## config.mk

```make
export PLATFORM = sky130hd
export DESIGN_NAME = bracket_balance_checker_top_flat
export DESIGN_NICKNAME = d
export VERILOG_FILES = /design/src/rtl/bbc_pkg.sv /design/src/rtl/bbc_ifs.sv /design/src/rtl/bbc_front.sv /design/src/rtl/bbc_queue.sv /design/src/rtl/bbc_back.sv /design/src/rtl/bracket_balance_checker_top.sv /design/src/flat_wrapper.sv
export SDC_FILE = /design/constraint.sdc
export NUM_CORES = 1
export LEC_CHECK = 0
export BUFFER_PORTS_ARGS = -buffer_cell sky130_fd_sc_hd__buf_2
export CELL_PAD_IN_SITES_DETAIL_PLACEMENT = 0
export CELL_PAD_IN_SITES_GLOBAL_PLACEMENT = 1
export CORE_MARGIN = 2
export CORE_UTILIZATION = 55
export CTS_BUF_LIST = sky130_fd_sc_hd__clkbuf_8
export CTS_CLUSTER_DIAMETER = 80
export CTS_CLUSTER_SIZE = 10
export DETAILED_ROUTE_END_ITERATION = 10
export PLACE_DENSITY = 0.94
export REMOVE_ABC_BUFFERS = 1
export SLEW_MARGIN = 20
export SYNTH_ARGS = -nofsm -noshare
export SYNTH_HDL_FRONTEND = slang
export SYNTH_SLANG_ARGS = --single-unit
export TNS_END_PERCENT = 30
```

## constraint.sdc

```tcl
create_clock -name i_clk -period 8.63 [get_ports i_clk]
set_input_delay 1.726 -clock i_clk [delete_from_list [all_inputs] [get_ports i_clk]]
set_output_delay 1.726 -clock i_clk [all_outputs]
set_load 0.005 [all_outputs]
```

## src/rtl/bbc_pkg.sv

```systemverilog
// ============================================================================
// bbc_pkg : shared types and constants of the bracket balance checker
// Holds the bracket characters, the two-bit bracket codes, the operation
// word that passes from the front end to the stack engine, and the
// classification function.
// ============================================================================
package bbc_pkg;

    // Bracket characters, as raw bytes.
    localparam logic [7:0] CH_OPEN_ROUND   = 8'h28; // '('
    localparam logic [7:0] CH_CLOSE_ROUND  = 8'h29; // ')'
    localparam logic [7:0] CH_OPEN_SQUARE  = 8'h5B; // '['
    localparam logic [7:0] CH_CLOSE_SQUARE = 8'h5D; // ']'
    localparam logic [7:0] CH_OPEN_CURLY   = 8'h7B; // '{'
    localparam logic [7:0] CH_CLOSE_CURLY  = 8'h7D; // '}'

    // Two-bit code of a bracket kind, as it is held on the stack.
    typedef logic [1:0] t_code;

    localparam t_code CODE_NONE   = 2'd0;
    localparam t_code CODE_ROUND  = 2'd1;
    localparam t_code CODE_CURLY  = 2'd2;
    localparam t_code CODE_SQUARE = 2'd3;

    // What the stack engine has to do with one character.
    typedef enum logic [1:0] {
        KIND_NONE,
        KIND_PUSH,
        KIND_POP
    } t_kind;

    typedef struct packed {
        t_kind kind;
        t_code code;
        logic  last;
    } t_op;

    // Turns one character into a stack operation.
    function automatic t_op classify(input logic [7:0] ch, input logic last);
        t_op op;
        op.last = last;
        case (ch)
            CH_OPEN_ROUND: begin
                op.kind = KIND_PUSH;
                op.code = CODE_ROUND;
            end
            CH_OPEN_CURLY: begin
                op.kind = KIND_PUSH;
                op.code = CODE_CURLY;
            end
            CH_OPEN_SQUARE: begin
                op.kind = KIND_PUSH;
                op.code = CODE_SQUARE;
            end
            CH_CLOSE_ROUND: begin
                op.kind = KIND_POP;
                op.code = CODE_ROUND;
            end
            CH_CLOSE_CURLY: begin
                op.kind = KIND_POP;
                op.code = CODE_CURLY;
            end
            CH_CLOSE_SQUARE: begin
                op.kind = KIND_POP;
                op.code = CODE_SQUARE;
            end
            default: begin
                op.kind = KIND_NONE;
                op.code = CODE_NONE;
            end
        endcase
        return op;
    endfunction

endpackage

```

## src/rtl/bbc_ifs.sv

```systemverilog
// ============================================================================
// bbc_ifs : valid/ready channels of the bracket balance checker
// One interface for the character stream and one for the verdicts.
// ============================================================================
interface bbc_in_if;
    logic       valid;
    logic       ready;
    logic [7:0] ch;
    logic       last;

    modport source (output valid, output ch, output last, input ready);
    modport sink   (input valid, input ch, input last, output ready);
endinterface

interface bbc_out_if;
    logic valid;
    logic ready;
    logic balanced;
    logic overflowed;

    modport source (output valid, output balanced, output overflowed, input ready);
    modport sink   (input valid, input balanced, input overflowed, output ready);
endinterface

```

## src/rtl/bbc_front.sv

```systemverilog
// ============================================================================
// bbc_front : input stage of the bracket balance checker
// Takes character words while the queue has room and classifies each one
// into a push, a pop or nothing before it is queued.
// ============================================================================
module bbc_front
    import bbc_pkg::*;
(
    bbc_in_if.sink i_in,
    input  logic   i_q_full,
    output logic   o_q_wr,
    output t_op    o_q_op
);

    assign i_in.ready = !i_q_full;
    assign o_q_wr     = i_in.valid && !i_q_full;
    assign o_q_op     = classify(i_in.ch, i_in.last);

endmodule

```

## src/rtl/bbc_queue.sv

```systemverilog
// ============================================================================
// bbc_queue : two-entry operation queue
// Decouples the input stage from the stack engine so that a stall on either
// side holds up the other only once the queue has filled or run empty.
// ============================================================================
module bbc_queue
    import bbc_pkg::*;
(
    input  logic i_clk,
    input  logic i_rst_n,
    input  logic i_wr,
    input  t_op  i_wr_op,
    output logic o_full,
    output logic o_valid,
    output t_op  o_op,
    input  logic i_rd
);

    t_op        r_slot [2];
    logic       r_wr_ptr;
    logic       r_rd_ptr;
    logic [1:0] r_count;

    logic       n_wr_ptr;
    logic       n_rd_ptr;
    logic [1:0] n_count;

    assign o_full  = (r_count == 2'd2);
    assign o_valid = (r_count != 2'd0);
    assign o_op    = r_slot[r_rd_ptr];

    always_comb begin
        n_wr_ptr = r_wr_ptr;
        n_rd_ptr = r_rd_ptr;
        n_count  = r_count;
        if (i_wr) begin
            n_wr_ptr = !r_wr_ptr;
        end
        if (i_rd) begin
            n_rd_ptr = !r_rd_ptr;
        end
        if (i_wr && !i_rd) begin
            n_count = r_count + 2'd1;
        end else if (i_rd && !i_wr) begin
            n_count = r_count - 2'd1;
        end
    end

    always_ff @(posedge i_clk) begin
        if (!i_rst_n) begin
            r_wr_ptr <= 1'b0;
            r_rd_ptr <= 1'b0;
            r_count  <= 2'd0;
        end else begin
            r_wr_ptr <= n_wr_ptr;
            r_rd_ptr <= n_rd_ptr;
            r_count  <= n_count;
        end
    end

    always_ff @(posedge i_clk) begin
        if (i_wr) begin
            r_slot[r_wr_ptr] <= i_wr_op;
        end
    end

endmodule

```

## src/rtl/bbc_back.sv

```systemverilog
// ============================================================================
// bbc_back : stack engine of the bracket balance checker
// Carries out one queued operation per cycle on the bracket stack (one that
// ends a string waits for a free output register) and holds verdicts there.
// ============================================================================
module bbc_back
    import bbc_pkg::*;
#(
    parameter int STACK_DEPTH = 64
) (
    input  logic       i_clk,
    input  logic       i_rst_n,
    input  logic       i_q_valid,
    input  t_op        i_q_op,
    output logic       o_q_rd,
    bbc_out_if.source  o_out
);

    localparam int LW = $clog2(STACK_DEPTH + 1);
    localparam int AW = $clog2(STACK_DEPTH);

    // The memory holds the whole stack; the top entry is also kept in
    // r_top, and r_below always holds the entry under it, read ahead.
    t_code          r_stack [STACK_DEPTH];
    t_code          r_top;
    t_code          r_below;
    logic [LW-1:0]  r_level;
    logic           r_failed;
    logic           r_ovf;
    logic           r_out_valid;
    logic           r_balanced;
    logic           r_overflowed;

    logic [LW-1:0]  n_level;
    logic           n_failed;
    logic           n_ovf;
    t_code          n_top;
    logic           mem_we;
    logic [AW-1:0]  wr_addr;
    logic [AW-1:0]  rd_addr;
    logic           out_free;
    logic           res_balanced;
    logic           res_overflowed;
    logic [LW-1:0]  level_m2;

    assign out_free = !r_out_valid || o_out.ready;
    assign o_q_rd   = i_q_valid && (!i_q_op.last || out_free);
    assign wr_addr  = r_level[AW-1:0];

    always_comb begin
        n_level  = r_level;
        n_failed = r_failed;
        n_ovf    = r_ovf;
        n_top    = r_top;
        mem_we   = 1'b0;
        if (o_q_rd && !r_failed) begin
            case (i_q_op.kind)
                KIND_PUSH: begin
                    if (r_level == LW'(STACK_DEPTH)) begin
                        n_failed = 1'b1;
                        n_ovf    = 1'b1;
                    end else begin
                        mem_we  = 1'b1;
                        n_top   = i_q_op.code;
                        n_level = r_level + LW'(1);
                    end
                end
                KIND_POP: begin
                    if (r_level == '0 || r_top != i_q_op.code) begin
                        n_failed = 1'b1;
                    end else begin
                        n_level = r_level - LW'(1);
                        n_top   = r_below;
                    end
                end
                default: begin
                end
            endcase
        end
        res_balanced   = !n_failed && (n_level == '0);
        res_overflowed = n_ovf;
        if (o_q_rd && i_q_op.last) begin
            n_level  = '0;
            n_failed = 1'b0;
            n_ovf    = 1'b0;
        end
        level_m2 = n_level - LW'(2);
        rd_addr  = level_m2[AW-1:0];
    end

    always_ff @(posedge i_clk) begin
        if (!i_rst_n) begin
            r_level     <= '0;
            r_failed    <= 1'b0;
            r_ovf       <= 1'b0;
            r_out_valid <= 1'b0;
        end else begin
            r_level  <= n_level;
            r_failed <= n_failed;
            r_ovf    <= n_ovf;
            if (o_q_rd && i_q_op.last) begin
                r_out_valid <= 1'b1;
            end else if (o_out.ready) begin
                r_out_valid <= 1'b0;
            end
        end
    end

    always_ff @(posedge i_clk) begin
        r_top <= n_top;
        if (o_q_rd && i_q_op.last) begin
            r_balanced   <= res_balanced;
            r_overflowed <= res_overflowed;
        end
    end

    always_ff @(posedge i_clk) begin
        if (mem_we) begin
            r_stack[wr_addr] <= i_q_op.code;
        end
        r_below <= r_stack[rd_addr];
    end

    assign o_out.valid      = r_out_valid;
    assign o_out.balanced   = r_balanced;
    assign o_out.overflowed = r_overflowed;

    a_level_bound : assert property (@(posedge i_clk) disable iff (!i_rst_n)
        r_level <= LW'(STACK_DEPTH))
        else $error("stack level beyond depth");

    a_ovf_failed : assert property (@(posedge i_clk) disable iff (!i_rst_n)
        r_ovf |-> r_failed)
        else $error("overflow seen without failure");

    a_last_clears : assert property (@(posedge i_clk) disable iff (!i_rst_n)
        (o_q_rd && i_q_op.last) |=> (r_level == '0 && !r_failed && !r_ovf))
        else $error("string state not cleared after last word");

    a_frozen : assert property (@(posedge i_clk) disable iff (!i_rst_n)
        (r_failed && !(o_q_rd && i_q_op.last)) |=> $stable(r_level))
        else $error("stack moved after failure");

endmodule

```

## src/rtl/bracket_balance_checker_top.sv

```systemverilog
// The verdict of a string appears on o_out after its last word is accepted: that word is
// queued first, and the engine registers the verdict when it takes the word.
// Throughput: one character word per cycle while the verdict register is free, set
// by the engine's single stack push or pop per cycle on registered top and below entries.
// Reset is synchronous and active low; it clears the fill level, flags and queue.
// The stack memory is not cleared; only entries written since reset are used.
// ============================================================================
// bracket_balance_checker_top : streaming bracket balance checker
// Checks that round, curly and square brackets in a character stream nest
// properly, one string at a time, with the last word of each string marked.
// ============================================================================
module bracket_balance_checker_top
    import bbc_pkg::*;
#(
    parameter int STACK_DEPTH = 64
) (
    input  logic      i_clk,
    input  logic      i_rst_n,
    bbc_in_if.sink    i_in,
    bbc_out_if.source o_out
);

    // The front end classifies each accepted word into a push, a pop or
    // nothing and places it in a two-entry queue. The queue's fill count is
    // registered, so input ready never depends on the output side in the
    // same cycle.
    logic q_full;
    logic q_wr;
    t_op  q_wr_op;
    logic q_valid;
    t_op  q_op;
    logic q_rd;

    bbc_front u_front (
        .i_in     (i_in),
        .i_q_full (q_full),
        .o_q_wr   (q_wr),
        .o_q_op   (q_wr_op)
    );

    bbc_queue u_queue (
        .i_clk   (i_clk),
        .i_rst_n (i_rst_n),
        .i_wr    (q_wr),
        .i_wr_op (q_wr_op),
        .o_full  (q_full),
        .o_valid (q_valid),
        .o_op    (q_op),
        .i_rd    (q_rd)
    );

    // The stack engine takes one queued operation per cycle. An operation
    // that ends a string waits only when the verdict register is still
    // occupied and not being taken; all other operations never wait.
    bbc_back #(
        .STACK_DEPTH (STACK_DEPTH)
    ) u_back (
        .i_clk     (i_clk),
        .i_rst_n   (i_rst_n),
        .i_q_valid (q_valid),
        .i_q_op    (q_op),
        .o_q_rd    (q_rd),
        .o_out     (o_out)
    );

endmodule

```

## src/flat_wrapper.sv

```systemverilog
// flat-port wrapper written by rule: the top's interface ports become plain ports
module bracket_balance_checker_top_flat import bbc_pkg::*;
#(
    parameter int STACK_DEPTH = 64
)
  (i_clk, i_rst_n, i_in_valid, i_in_ch, i_in_last, i_in_ready, o_out_valid, o_out_balanced, o_out_overflowed, o_out_ready);
  bbc_in_if i_in_i ();
  bbc_out_if o_out_i ();
  input  logic i_clk;
  input  logic i_rst_n;
  input wire logic [$bits(i_in_i.valid)-1:0] i_in_valid;
  input wire logic [$bits(i_in_i.ch)-1:0] i_in_ch;
  input wire logic [$bits(i_in_i.last)-1:0] i_in_last;
  output wire logic [$bits(i_in_i.ready)-1:0] i_in_ready;
  output wire logic [$bits(o_out_i.valid)-1:0] o_out_valid;
  output wire logic [$bits(o_out_i.balanced)-1:0] o_out_balanced;
  output wire logic [$bits(o_out_i.overflowed)-1:0] o_out_overflowed;
  input wire logic [$bits(o_out_i.ready)-1:0] o_out_ready;
  assign i_in_i.valid = i_in_valid;
  assign i_in_i.ch = i_in_ch;
  assign i_in_i.last = i_in_last;
  assign i_in_ready = i_in_i.ready;
  assign o_out_valid = o_out_i.valid;
  assign o_out_balanced = o_out_i.balanced;
  assign o_out_overflowed = o_out_i.overflowed;
  assign o_out_i.ready = o_out_ready;
  bracket_balance_checker_top #(.STACK_DEPTH(STACK_DEPTH)) u_core (.i_clk(i_clk), .i_rst_n(i_rst_n), .i_in(i_in_i), .o_out(o_out_i));
endmodule
```

==> results of run 1 <==
## routing by layer
layer / wire, um / part of all wire, %
met4: 437 / 2.5
met2: 8082 / 47
met3: 1234 / 7.2
met1: 7462 / 43
met5: 0 / 0
## through the flow
stage / cell area (um2) / instances / power, mW / utilization (%) / worst slack, ns
after CTS: 8189 / 808 / 2.126 / 61.35 / 3.347
final: 8190 / 808 / 2.122 / 61.36 / 2.901
after detailed placement: 7742 / 776 / 1.525 / 58.01 / 2.885
after global routing: 8190 / 808 / 2.213 / 61.36 / 2.484
after floorplan: 7426 / 582 / 1.365 / - / 3.242
after global placement: 7742 / 776 / 1.509 / 58.01 / 3.021
## layout by cell type (no fill, tap or decap), drive strengths merged, types with 6 or more instances in the layout
cell type  instances
clkbuf            17
and3               6
clkinv             7
nor2b              7
xnor2              7
buf               18
a31oi              9
dfxtp             17
nand2             52
and2              11
ha                 7
nor2              97
o221ai            10
nor3               8
a211oi            12
nand3             20
nand2b            10
edfxtp           142
inv               18
o21ai             12
mux2i             46
mux2              10
a21oi              8
## Yosys cell counts, types with 2 or more instances
library cell | number | area share [%]
edfxtp_1 | 142 | 56
nor2_1 | 96 | 4.7
nand2_1 | 52 | 2.6
mux2i_1 | 43 | 5.7
nand3_1 | 20 | 1.3
dfxtp_1 | 17 | 4.5
a211oi_1 | 12 | 1.2
and2_1 | 11 | 0.90
buf_2 | 11 | 0.72
inv_1 | 11 | 0.54
mux2_2 | 10 | 1.5
nand2b_1 | 10 | 0.82
a31oi_1 | 9 | 0.74
o221ai_1 | 9 | 1.0
a21oi_1 | 8 | 0.53
clkbuf_1 | 8 | 0.39
o21ai_0 | 8 | 0.53
buf_4 | 7 | 0.69
ha_1 | 7 | 1.2
nor2b_1 | 7 | 0.58
nor3_1 | 7 | 0.46
and3_1 | 6 | 0.49
xnor2_1 | 6 | 0.69
mux4_2 | 5 | 1.5
nand4_1 | 5 | 0.41
o22ai_1 | 5 | 0.41
or3_1 | 5 | 0.41
inv_2 | 4 | 0.20
o31ai_1 | 4 | 0.39
a21boi_0 | 3 | 0.30
a22oi_1 | 3 | 0.30
a31o_2 | 3 | 0.35
buf_6 | 3 | 0.44
nand3b_1 | 3 | 0.30
o21ai_1 | 3 | 0.20
a22o_1 | 2 | 0.23
buf_1 | 2 | 0.099
mux2i_4 | 2 | 0.59
o211a_1 | 2 | 0.26
o211ai_1 | 2 | 0.20
o221a_2 | 2 | 0.30
o41ai_1 | 2 | 0.23
or2_2 | 2 | 0.16
xor2_1 | 2 | 0.23
## worst register-to-register path: stages (launching register included)
cell,delay (ns)
dfxtp_1,0.58
mux2i_4,0.37
clkinv_2,0.70
xnor2_1,0.64
nand4_1,0.25
a221oi_4,0.64
inv_2,0.44
ha_1,0.40
and3_1,0.19
a2111oi_4,0.32
buf_4,0.34
a21oi_1,0.09
a221o_1,0.34
nand2_1,0.06
o21ai_0,0.09
o32a_1,0.18
## layout make-up
type / instances / area [um2]
fillers: 1070 / 5157
flip-flops and latches: 159 / 4604
multi-input cells: 408 / 2766
clock buffers: 17 / 234.0
well taps: 176 / 220.2
clock inverters: 15 / 212.7
repair buffers: 18 / 95.09
inverters: 15 / 57.56
## cell families after synthesis
| family | after synthesis |
|---|---|
| fa+ha+maj | 7 |
| buf+inv | 46 |
| flops | 159 |
| mux | 61 |
| simple gates | 233 |
| compound gates | 98 |
| xor+xnor | 9 |
## path summary, 6_finish.rpt
check / start / endpoint / slack (ns) / cells past startpoint
max reg2reg: flip-flop / u_core.u_back.r_below[0]$_DFF_P_ / 2.90 / 15
min: u_core.u_back.r_ovf$_SDFF_PP0_ / u_core.u_back.o_out.overflowed$_DFFE_PP_ / 0.55 / 1
min reg2reg: u_core.u_back.r_ovf$_SDFF_PP0_ / u_core.u_back.o_out.overflowed$_DFFE_PP_ / 0.55 / 1
max: flip-flop / u_core.u_back.r_below[0]$_DFF_P_ / 2.90 / 15
## flip-flops by register name, summed over array words and instances, names as in the netlist, named ones only
signal and cells:
u_core.u_back.r_ovf 1, u_core.u_queue.r_rd_ptr 1, u_core.u_back.r_top 2, u_core.u_queue.r_wr_ptr 1, u_core.u_back.o_out.overflowed 1, u_core.u_back.o_out.balanced 1, u_core.u_back.r_level 7, u_core.u_back.o_out.valid 1
u_core.u_queue.r_count 2, u_core.u_back.r_below 2, u_core.u_back.r_stack 128, u_core.u_back.r_failed 1, u_core.u_queue.r_slot 10
## report_power, final
| group | total [mW] | switching, mW | internal [mW] | leakage [nW] |
|---|---|---|---|---|
| clock network | 0.608 | 0.288 | 0.320 | 0.226 |
| logic | 0.545 | 0.359 | 0.186 | 1.29 |
| registers | 0.968 | 0.0317 | 0.937 | 1.43 |
==> flow_summary.json, run 1 <==
{
  "outcome": "finished clean",
  "max_freq_mhz": 174.5,
  "hold-worst-slack_ns": 0.5488,
  "worstPathMaxFanout": 66,
  "slew_headroom_pct": 28.85,
  "p_per_area_nw_per_um2": 259.1,
  "syn_avg_cell_area_um2": 12.41,
  "maxSlewViolCount": 0,
  "wl_per_cell_um": 21.31,
  "grt_pass1_vias": 4969,
  "critPathKind": "flip-flop to flip-flop",
  "postRouteAntennaNets": 0,
  "cpLargestDelayFamily": "compound AO/OA/AOI/OAI gates",
  "start_util_pct": 56.97,
  "postSynthCellCount": 613,
  "synth_fa_ha_area_share_pct": 1.152,
  "p_leak_nw": 2.944,
  "rsz0062_at_grt": "false",
  "synth_seq_cells": 159,
  "synth_xor_xnor_area_share_pct": 1.135,
  "grt_remaining_overflow": 0,
  "skew_ns": 0.01448,
  "drc": 0,
  "final_nets": 639,
  "synth-simple-area-share_pct": 14.17,
  "synth_top_family_by_area": "simple AND/OR/NAND/NOR gates",
  "grtUsageMet1_pct": 35.46,
  "finalSetupTns_ns": 0,
  "drive_gt1_share_pct": 14.40,
  "ys_warn_count": 0,
  "synthArstFlopShare_pct": 0,
  "cp-end-kind": "flip-flop",
  "cts-root-buf": "clkbuf_8",
  "clk_pin_slew_ns": 0.09,
  "finalCritPeriodShare_pct": 66.39,
  "diodes": 0,
  "cts_resized": 0,
  "grt_start_max_net_pins": 67,
  "max_cap_viol_count": 0,
  "grt_pass1_wl_um": 27060,
  "grtUsageMet3_pct": 6.133,
  "required_ns": 8.99,
  "dp.final_hpwl_um": 11310,
  "io_buffer_count": 16,
  "synthMuxAreaShare_pct": 9.395,
  "cp_cell_sequence": "mux2i_4 -> clkinv_2 -> xnor2_1 -> nand4_1 -> a221oi_4 -> inv_2 -> ha_1 -> and3_1 -> a2111oi_4 -> buf_4 -> a21oi_1 -> a221o_1 -> nand2_1 -> o21ai_0 -> o32a_1",
  "slowest_stage": "clkinv_2",
  "yosysUniqueCellTypes": 76,
  "post_cts_buffers": 0,
  "synth_compound_area_share_pct": 10.51,
  "h-tree-depth": 4,
  "die_height_um": 121.6,
  "min_period_ns": 5.729,
  "drt-total-wl_um": 17220,
  "clk_path_buf_depth": 2,
  "ys_seq_area_share_pct": 60.55,
  "vias_per_cell": 6.327,
  "die_area_um2": 14780,
  "met2_usage_pct": 37.61,
  "numCtsBuffers": 17,
  "die_width_um": 121.6,
  "core_area_um2": 13350,
  "worst_path_largest_cell_delay_ns": 0.70,
  "setup_viol": 0,
  "worstSkewPairLatency_ns": 0.46,
  "worstPathArrival_ns": 6.09,
  "antenna_found_initial": 0,
  "drt-pass1-iter-count": 5,
  "num_rows": 42,
  "synth_area_um2": 7605,
  "worst-path-buf-inv": 3,
  "min_path_type": "flip-flop to flip-flop",
  "track_usage_pct": 24.84,
  "worstMarginPinSlew_ns": 1.067,
  "cts_tree": "built",
  "io_pins": 17,
  "cts_sinks": 159,
  "setup.worst_path.start_class": "flip-flop",
  "syn_to_final_growth_pct": 7.700,
  "synth_edf_count": 142,
  "gp_congestion": 0.9073,
  "top_usage_layer": "met2",
  "ys.flop_type": "edfxtp_1",
  "vias": 5112,
  "cts_hold_buf": 0,
  "hold_viol": 0,
  "vdd_drop_max_v": 0.0001683,
  "drtIter0Drc": 555
}
(Power assumes the default switching activity.)
==> run 2: changes to the inputs <==
--- a/config.mk
+++ b/config.mk
@@ -9,12 +9,12 @@
 export CELL_PAD_IN_SITES_DETAIL_PLACEMENT = 0
 export CELL_PAD_IN_SITES_GLOBAL_PLACEMENT = 1
 export CORE_MARGIN = 2
-export CORE_UTILIZATION = 55
+export CORE_UTILIZATION = 48
 export CTS_BUF_LIST = sky130_fd_sc_hd__clkbuf_8
 export CTS_CLUSTER_DIAMETER = 80
 export CTS_CLUSTER_SIZE = 10
 export DETAILED_ROUTE_END_ITERATION = 10
-export PLACE_DENSITY = 0.94
+export PLACE_DENSITY = 0.88
 export REMOVE_ABC_BUFFERS = 1
 export SLEW_MARGIN = 20
 export SYNTH_ARGS = -nofsm -noshare
==> constraint.sdc (replaced) <==
create_clock -name i_clk -period 4.9 [get_ports i_clk]
set_input_delay 0.98 -clock i_clk [delete_from_list [all_inputs] [get_ports i_clk]]
set_output_delay 0.98 -clock i_clk [all_outputs]
set_load 0.005 [all_outputs]
==> run 2 against run 1 <==
Utilization down 8.5 points. Clock power rose by 62%. Sequential power rose by 76%. Final area is 1.0% higher. Worst hold slack got worse by 0.033 ns. Worst setup slack lost 2.5 ns. Combinational power is 85% higher. Critical path depth grew 2. First-iteration DRC count unchanged. Sequential cell count unchanged. Via count decreased by 0.20%.
==> flow_summary.json, run 2 (synthesized netlist as in run 1, its figures left out) <==
{
  "cts_hold_buf": 0,
  "die_area_um2": 16870,
  "postRouteAntennaNets": 0,
  "min_period_ns": 4.511,
  "finalSetupTns_ns": 0,
  "grtUsageMet1_pct": 29.99,
  "rsz0062_at_grt": "false",
  "final_cells": 857,
  "met2_usage_pct": 36.83,
  "gp_congestion": 0.8983,
  "maxSlewViolCount": 0,
  "grtUsageMet3_pct": 5.863,
  "cts_sinks": 159,
  "drt-total-wl_um": 18030,
  "die_height_um": 129.9,
  "drtIter0Drc": 555,
  "post_cts_buffers": 0,
  "postLayoutCoreUtil_pct": 52.85,
  "critPathKind": "flip-flop to flip-flop",
  "syn_to_final_growth_pct": 8.802,
  "worstPathArrival_ns": 4.93,
  "min_path_cells": 1,
  "combPwrFrac_pct": 27.3,
  "max_cap_viol_count": 0,
  "cts_resized": 0,
  "hold_viol": 0,
  "final_nets": 650,
  "holdPathEnd": "u_core.u_back.o_out.overflowed$_DFFE_PP_",
  "vias": 5102,
  "worstPathMaxFanout": 23,
  "place_area_um2": 7875,
  "r2r_cells": 17,
  "dp.final_hpwl_um": 11880,
  "power_mw": 3.699,
  "reg.largest.list": "u_core.u_back.r_stack: 128 flops, u_core.u_queue.r_slot: 10 flops, u_core.u_back.r_level: 7 flops",
  "num_rows": 46,
  "top_usage_layer": "met2",
  "skew_ns": 0.008227,
  "hp-start": "u_core.u_back.r_ovf$_SDFF_PP0_",
  "placed_cells": 827,
  "die_width_um": 129.9,
  "power.switching_mw": 1.202,
  "p_leak_nw": 2.968,
  "grt_pass1_vias": 5120,
  "io_pins": 17,
  "final_cell_mix": "edfxtp_1, nor2_1, nand2_1",
  "numCtsBuffers": 17,
  "clk_pin_slew_ns": 0.08,
  "track_usage_pct": 22.70,
  "layout_commonest_cell": "edfxtp_1",
  "seqPwrFrac_pct": 46.0,
  "grt_remaining_overflow": 0,
  "design_area_um2": 8274,
  "largest_reg_flops": 128,
  "io_buffer_count": 16,
  "drt-pass1-iter-count": 6,
  "antenna_found_initial": 0,
  "rr_endpoint": "u_core.u_back.r_below[0]$_DFF_P_",
  "cts_tree": "built",
  "min_path_type": "flip-flop to flip-flop",
  "vdd_drop_max_v": 0.0003311,
  "pwr-share-clk_pct": 26.7,
  "slew_headroom_pct": 47.23,
  "setup.worst_path.start_class": "flip-flop",
  "h-tree-depth": 4,
  "diodes": 0,
  "cts-root-buf": "clkbuf_8",
  "p_sw_share_pct": 32.48,
  "internal-power_mw": 2.498,
  "required_ns": 5.32,
  "grt_start_max_net_pins": 66,
  "setup_viol": 0,
  "worstMarginPinSlew_ns": 0.7915,
  "rrSetupSlack_ns": 0.39,
  "outcome": "finished clean",
  "max_freq_mhz": 221.7,
  "cp-end-kind": "flip-flop",
  "finalCritPeriodShare_pct": 92.06,
  "wl_per_cell_um": 21.04,
  "p_per_area_nw_per_um2": 447.1,
  "worstSkewPairLatency_ns": 0.47,
  "vias_per_cell": 5.953,
  "start_util_pct": 48.58,
  "drive_gt1_share_pct": 15.60,
  "core_area_um2": 15660,
  "grt_pass1_wl_um": 28080,
  "top_register": "u_core.u_back.r_stack",
  "clk_path_buf_depth": 2,
  "drc": 0
}
[run 2: cell types whose count changed in the layout (fill, tap and decap cells not counted), sizes merged]
cell      previous run  this run
inv                 18        19
clkinvlp             1         3
clkinv               7         3
bufinv               4         3
buf                 18        29
[run 2: worst max path at each step]
| stage | from | to | slack [ns] | depth (start not counted) |
|---|---|---|---|---|
| after floorplan | flip-flop | u_core.u_back.r_below[0]$_DFF_P_ | 0.12 | 15 |
| after global placement | flip-flop | u_core.u_back.r_below[0]$_DFF_P_ | 0.51 | 17 |
| after detailed placement | flip-flop | u_core.u_back.r_below[0]$_DFF_P_ | 0.45 | 17 |
| after CTS | flip-flop | u_core.u_back.r_below[0]$_DFF_P_ | 0.41 | 17 |
| after global routing | flip-flop | u_core.u_back.r_below[0]$_DFF_P_ | 0.07 | 17 |
| final | flip-flop | u_core.u_back.r_below[0]$_DFF_P_ | 0.39 | 17 |
[run 2: cell type report]
cell class | count | area [um2]
fill | 1371 | 7381
sequential | 159 | 4604
multi-input combinational | 408 | 2766
tap | 216 | 270.3
clock buffer | 17 | 234.0
timing repair buffer | 29 | 177.7
clock inverter | 13 | 165.2
inverter | 15 | 56.30
[run 2: power groups by stage]
stage               clock network, mW  logic (mW)  registers, mW
floorplan                           0       0.687           1.72
global placement                    0       0.981           1.73
detailed placement                  0        1.01           1.73
CTS                             0.994        1.01           1.70
global route                     1.05        1.11           1.71
finish                          0.987        1.01           1.70
[run 2: per-stage QoR]
stage | hold WS (ns) | worst slack, ns
2_1_floorplan | 0.4799 | 0.1228
3_3_place_gp | 0.4940 | 0.5071
3_5_place_dp | 0.5025 | 0.4468
4_1_cts | 0.5229 | 0.4118
5_1_grt | 0.5352 | 0.06861
6_report | 0.5158 | 0.3890
[run 2: routing by layer]
metal	vias up	wire [um]
li1	2340	-
met4	0	338
met5	-	0
met1	2543	7753
met2	190	8645
met3	29	1290
[run 2: critical path, cell delays in order, from the launching register on]
cell and delay (ns):
dfxtp_1 0.57, mux2i_1 0.29, inv_1 0.06, ha_1 0.29, nor2_1 0.18, o221a_2 0.41, nand4_1 0.23, a221oi_4 0.37
inv_2 0.08, ha_1 0.26, and3_1 0.19, a2111oi_4 0.32, buf_4 0.36, a211oi_1 0.10, a211oi_1 0.32, nor2_1 0.09
a21oi_1 0.17, o32a_1 0.16
==> run 3: changes to the inputs <==
--- a/config.mk
+++ b/config.mk
@@ -15,9 +15,8 @@
 export CTS_CLUSTER_SIZE = 10
 export DETAILED_ROUTE_END_ITERATION = 10
 export PLACE_DENSITY = 0.88
-export REMOVE_ABC_BUFFERS = 1
 export SLEW_MARGIN = 20
 export SYNTH_ARGS = -nofsm -noshare
 export SYNTH_HDL_FRONTEND = slang
 export SYNTH_SLANG_ARGS = --single-unit
-export TNS_END_PERCENT = 30
+export TNS_END_PERCENT = 10
==> run 3 against run 2 <==
Maximum frequency is 0.85% higher. First-iteration DRC count is 2.2% lower. Utilization is 0.13 points higher. Clock power is 1% lower. Largest power group unchanged.
==> flow_summary.json, run 3 (synthesized netlist as in run 1, its figures left out) <==
{
  "max_freq_mhz": 223.6,
  "cp-end-kind": "flip-flop",
  "die_width_um": 129.9,
  "drt-pass1-iter-count": 5,
  "cts_tree": "built",
  "skew_ns": 0.01820,
  "drc": 0,
  "postLayoutCoreUtil_pct": 52.98,
  "outcome": "finished clean",
  "io_pins": 17,
  "power_mw": 3.670,
  "cts-root-buf": "clkbuf_8",
  "p_leak_nw": 2.992,
  "required_ns": 5.27,
  "h-tree-depth": 4,
  "worstSkewPairLatency_ns": 0.47,
  "finalSetupTns_ns": 0,
  "drtIter0Drc": 543,
  "num_rows": 46,
  "syn_to_final_growth_pct": 9.065,
  "max_cap_viol_count": 0,
  "numCtsBuffers": 17,
  "finalCritPeriodShare_pct": 91.28,
  "final_nets": 653,
  "final_cells": 862,
  "seq_area_um2": 4604,
  "die_height_um": 129.9,
  "gp_congestion": 0.9119,
  "layout_commonest_cell": "edfxtp_1",
  "clk_pin_slew_ns": 0.10,
  "cts_resized": 0,
  "reg.largest.list": "u_core.u_back.r_stack: 128 flops, u_core.u_queue.r_slot: 10 flops, u_core.u_back.r_level: 7 flops",
  "grt_pass1_wl_um": 27790,
  "multiInputGateArea_um2": 2766,
  "post_cts_buffers": 0,
  "die_area_um2": 16870,
  "drive_gt1_share_pct": 15.94,
  "vdd_drop_max_v": 0.0003314,
  "grt_pass1_vias": 5081,
  "p_per_area_nw_per_um2": 442.5,
  "dp.final_hpwl_um": 11640,
  "slew_headroom_pct": 53.61,
  "critPathKind": "flip-flop to flip-flop",
  "cts_hold_buf": 0,
  "largest_reg_flops": 128,
  "worstMarginPinSlew_ns": 0.6958,
  "worstPathMaxFanout": 23,
  "cts_sinks": 159,
  "setup.worst_path.start_class": "flip-flop",
  "io_buffer_count": 16,
  "hold_viol": 0,
  "min_path_type": "flip-flop to flip-flop",
  "antenna_found_initial": 1,
  "wl_per_cell_um": 20.42,
  "grt_start_max_net_pins": 66,
  "track_usage_pct": 22.22,
  "setup_viol": 0,
  "synth_nets": 633,
  "core_area_um2": 15660,
  "clk_path_buf_depth": 2,
  "top_register": "u_core.u_back.r_stack",
  "grt_remaining_overflow": 0,
  "final_cell_mix": "edfxtp_1, nor2_1, nand2_1",
  "drt-total-wl_um": 17610,
  "placed_cells": 830,
  "maxSlewViolCount": 0,
  "postRouteAntennaNets": 0,
  "vias": 5130,
  "diodes": 0,
  "min_period_ns": 4.473,
  "vias_per_cell": 5.951,
  "rsz0062_at_grt": "false",
  "worstPathArrival_ns": 4.84,
  "start_util_pct": 48.58,
  "num-fill-cells": 1363
}
[run 3: changes by cell type in the layout (fill, tap and decap cells not counted), sizes merged]
| cell | before | now |
|---|---|---|
| bufinv | 3 | 2 |
| clkinvlp | 3 | 2 |
| buf | 29 | 32 |
| inv | 19 | 22 |
| clkinv | 3 | 4 |
[run 3: worst max-delay path, cell delays in order, from the launching register on]
cell and delay [ns]:
dfxtp_1 0.58, mux2i_1 0.29, inv_1 0.07, ha_1 0.29, nor2_1 0.17, o221a_2 0.40
nand4_1 0.22, a221oi_4 0.36, inv_2 0.06, ha_1 0.27, and3_1 0.20, a2111oi_4 0.31
buf_4 0.35, a21oi_1 0.09, a221o_1 0.35, nand2_1 0.07, o21ai_0 0.11, o32a_1 0.19
[run 3: layout make-up]
type | count | area share (%)
Sequential cell | 159 | 55.51
Multi-Input combinational cell | 408 | 33.35
Clock inverter | 15 | 1.961
Timing Repair Buffer | 32 | 2.414
Clock buffer | 17 | 2.821
Tap cell | 216 | 3.258
Inverter | 15 | 0.6788
[run 3: through the flow]
stage               setup slack, ns  area, um2  hold slack, ns
finish                       0.4272       8294          0.5850
global route                 0.1660       8294          0.5917
CTS                          0.4519       8294          0.5621
detailed placement           0.4653       7898          0.5428
global placement             0.5761       7898          0.5487
floorplan                    0.6148       7605          0.4799
[run 3: routing by layer]
layer	routed length [um]	vias to the layer above	part of all wire [%]	GRT usage [%]
met1	7494	2519	43	30.15
met3	1237	48	7.0	4.510
met4	577	2	3.3	9.994
met2	8282	213	47	34.83
met5	13	-	0.074	0
li1	-	2348	-	-
[run 3: path summary, 6_finish.rpt]
| check | start | endpoint | slack, ns | cells after the start |
|---|---|---|---|---|
| setup / recovery | flip-flop | u_core.u_back.r_below[0]$_DFF_P_ | 0.43 | 17 |
| hold reg to reg | u_core.u_back.r_ovf$_SDFF_PP0_ | u_core.u_back.o_out.overflowed$_DFFE_PP_ | 0.58 | 1 |
| hold / removal | u_core.u_back.r_ovf$_SDFF_PP0_ | u_core.u_back.o_out.overflowed$_DFFE_PP_ | 0.58 | 1 |
| setup reg to reg | flip-flop | u_core.u_back.r_below[0]$_DFF_P_ | 0.43 | 17 |
[run 3: report_power, final]
group	internal, mW	switching, mW	leakage [nW]
sequential	1.64	0.0540	1.43
combinational	0.354	0.644	1.36
clock	0.462	0.512	0.204
total	2.46	1.21	2.99
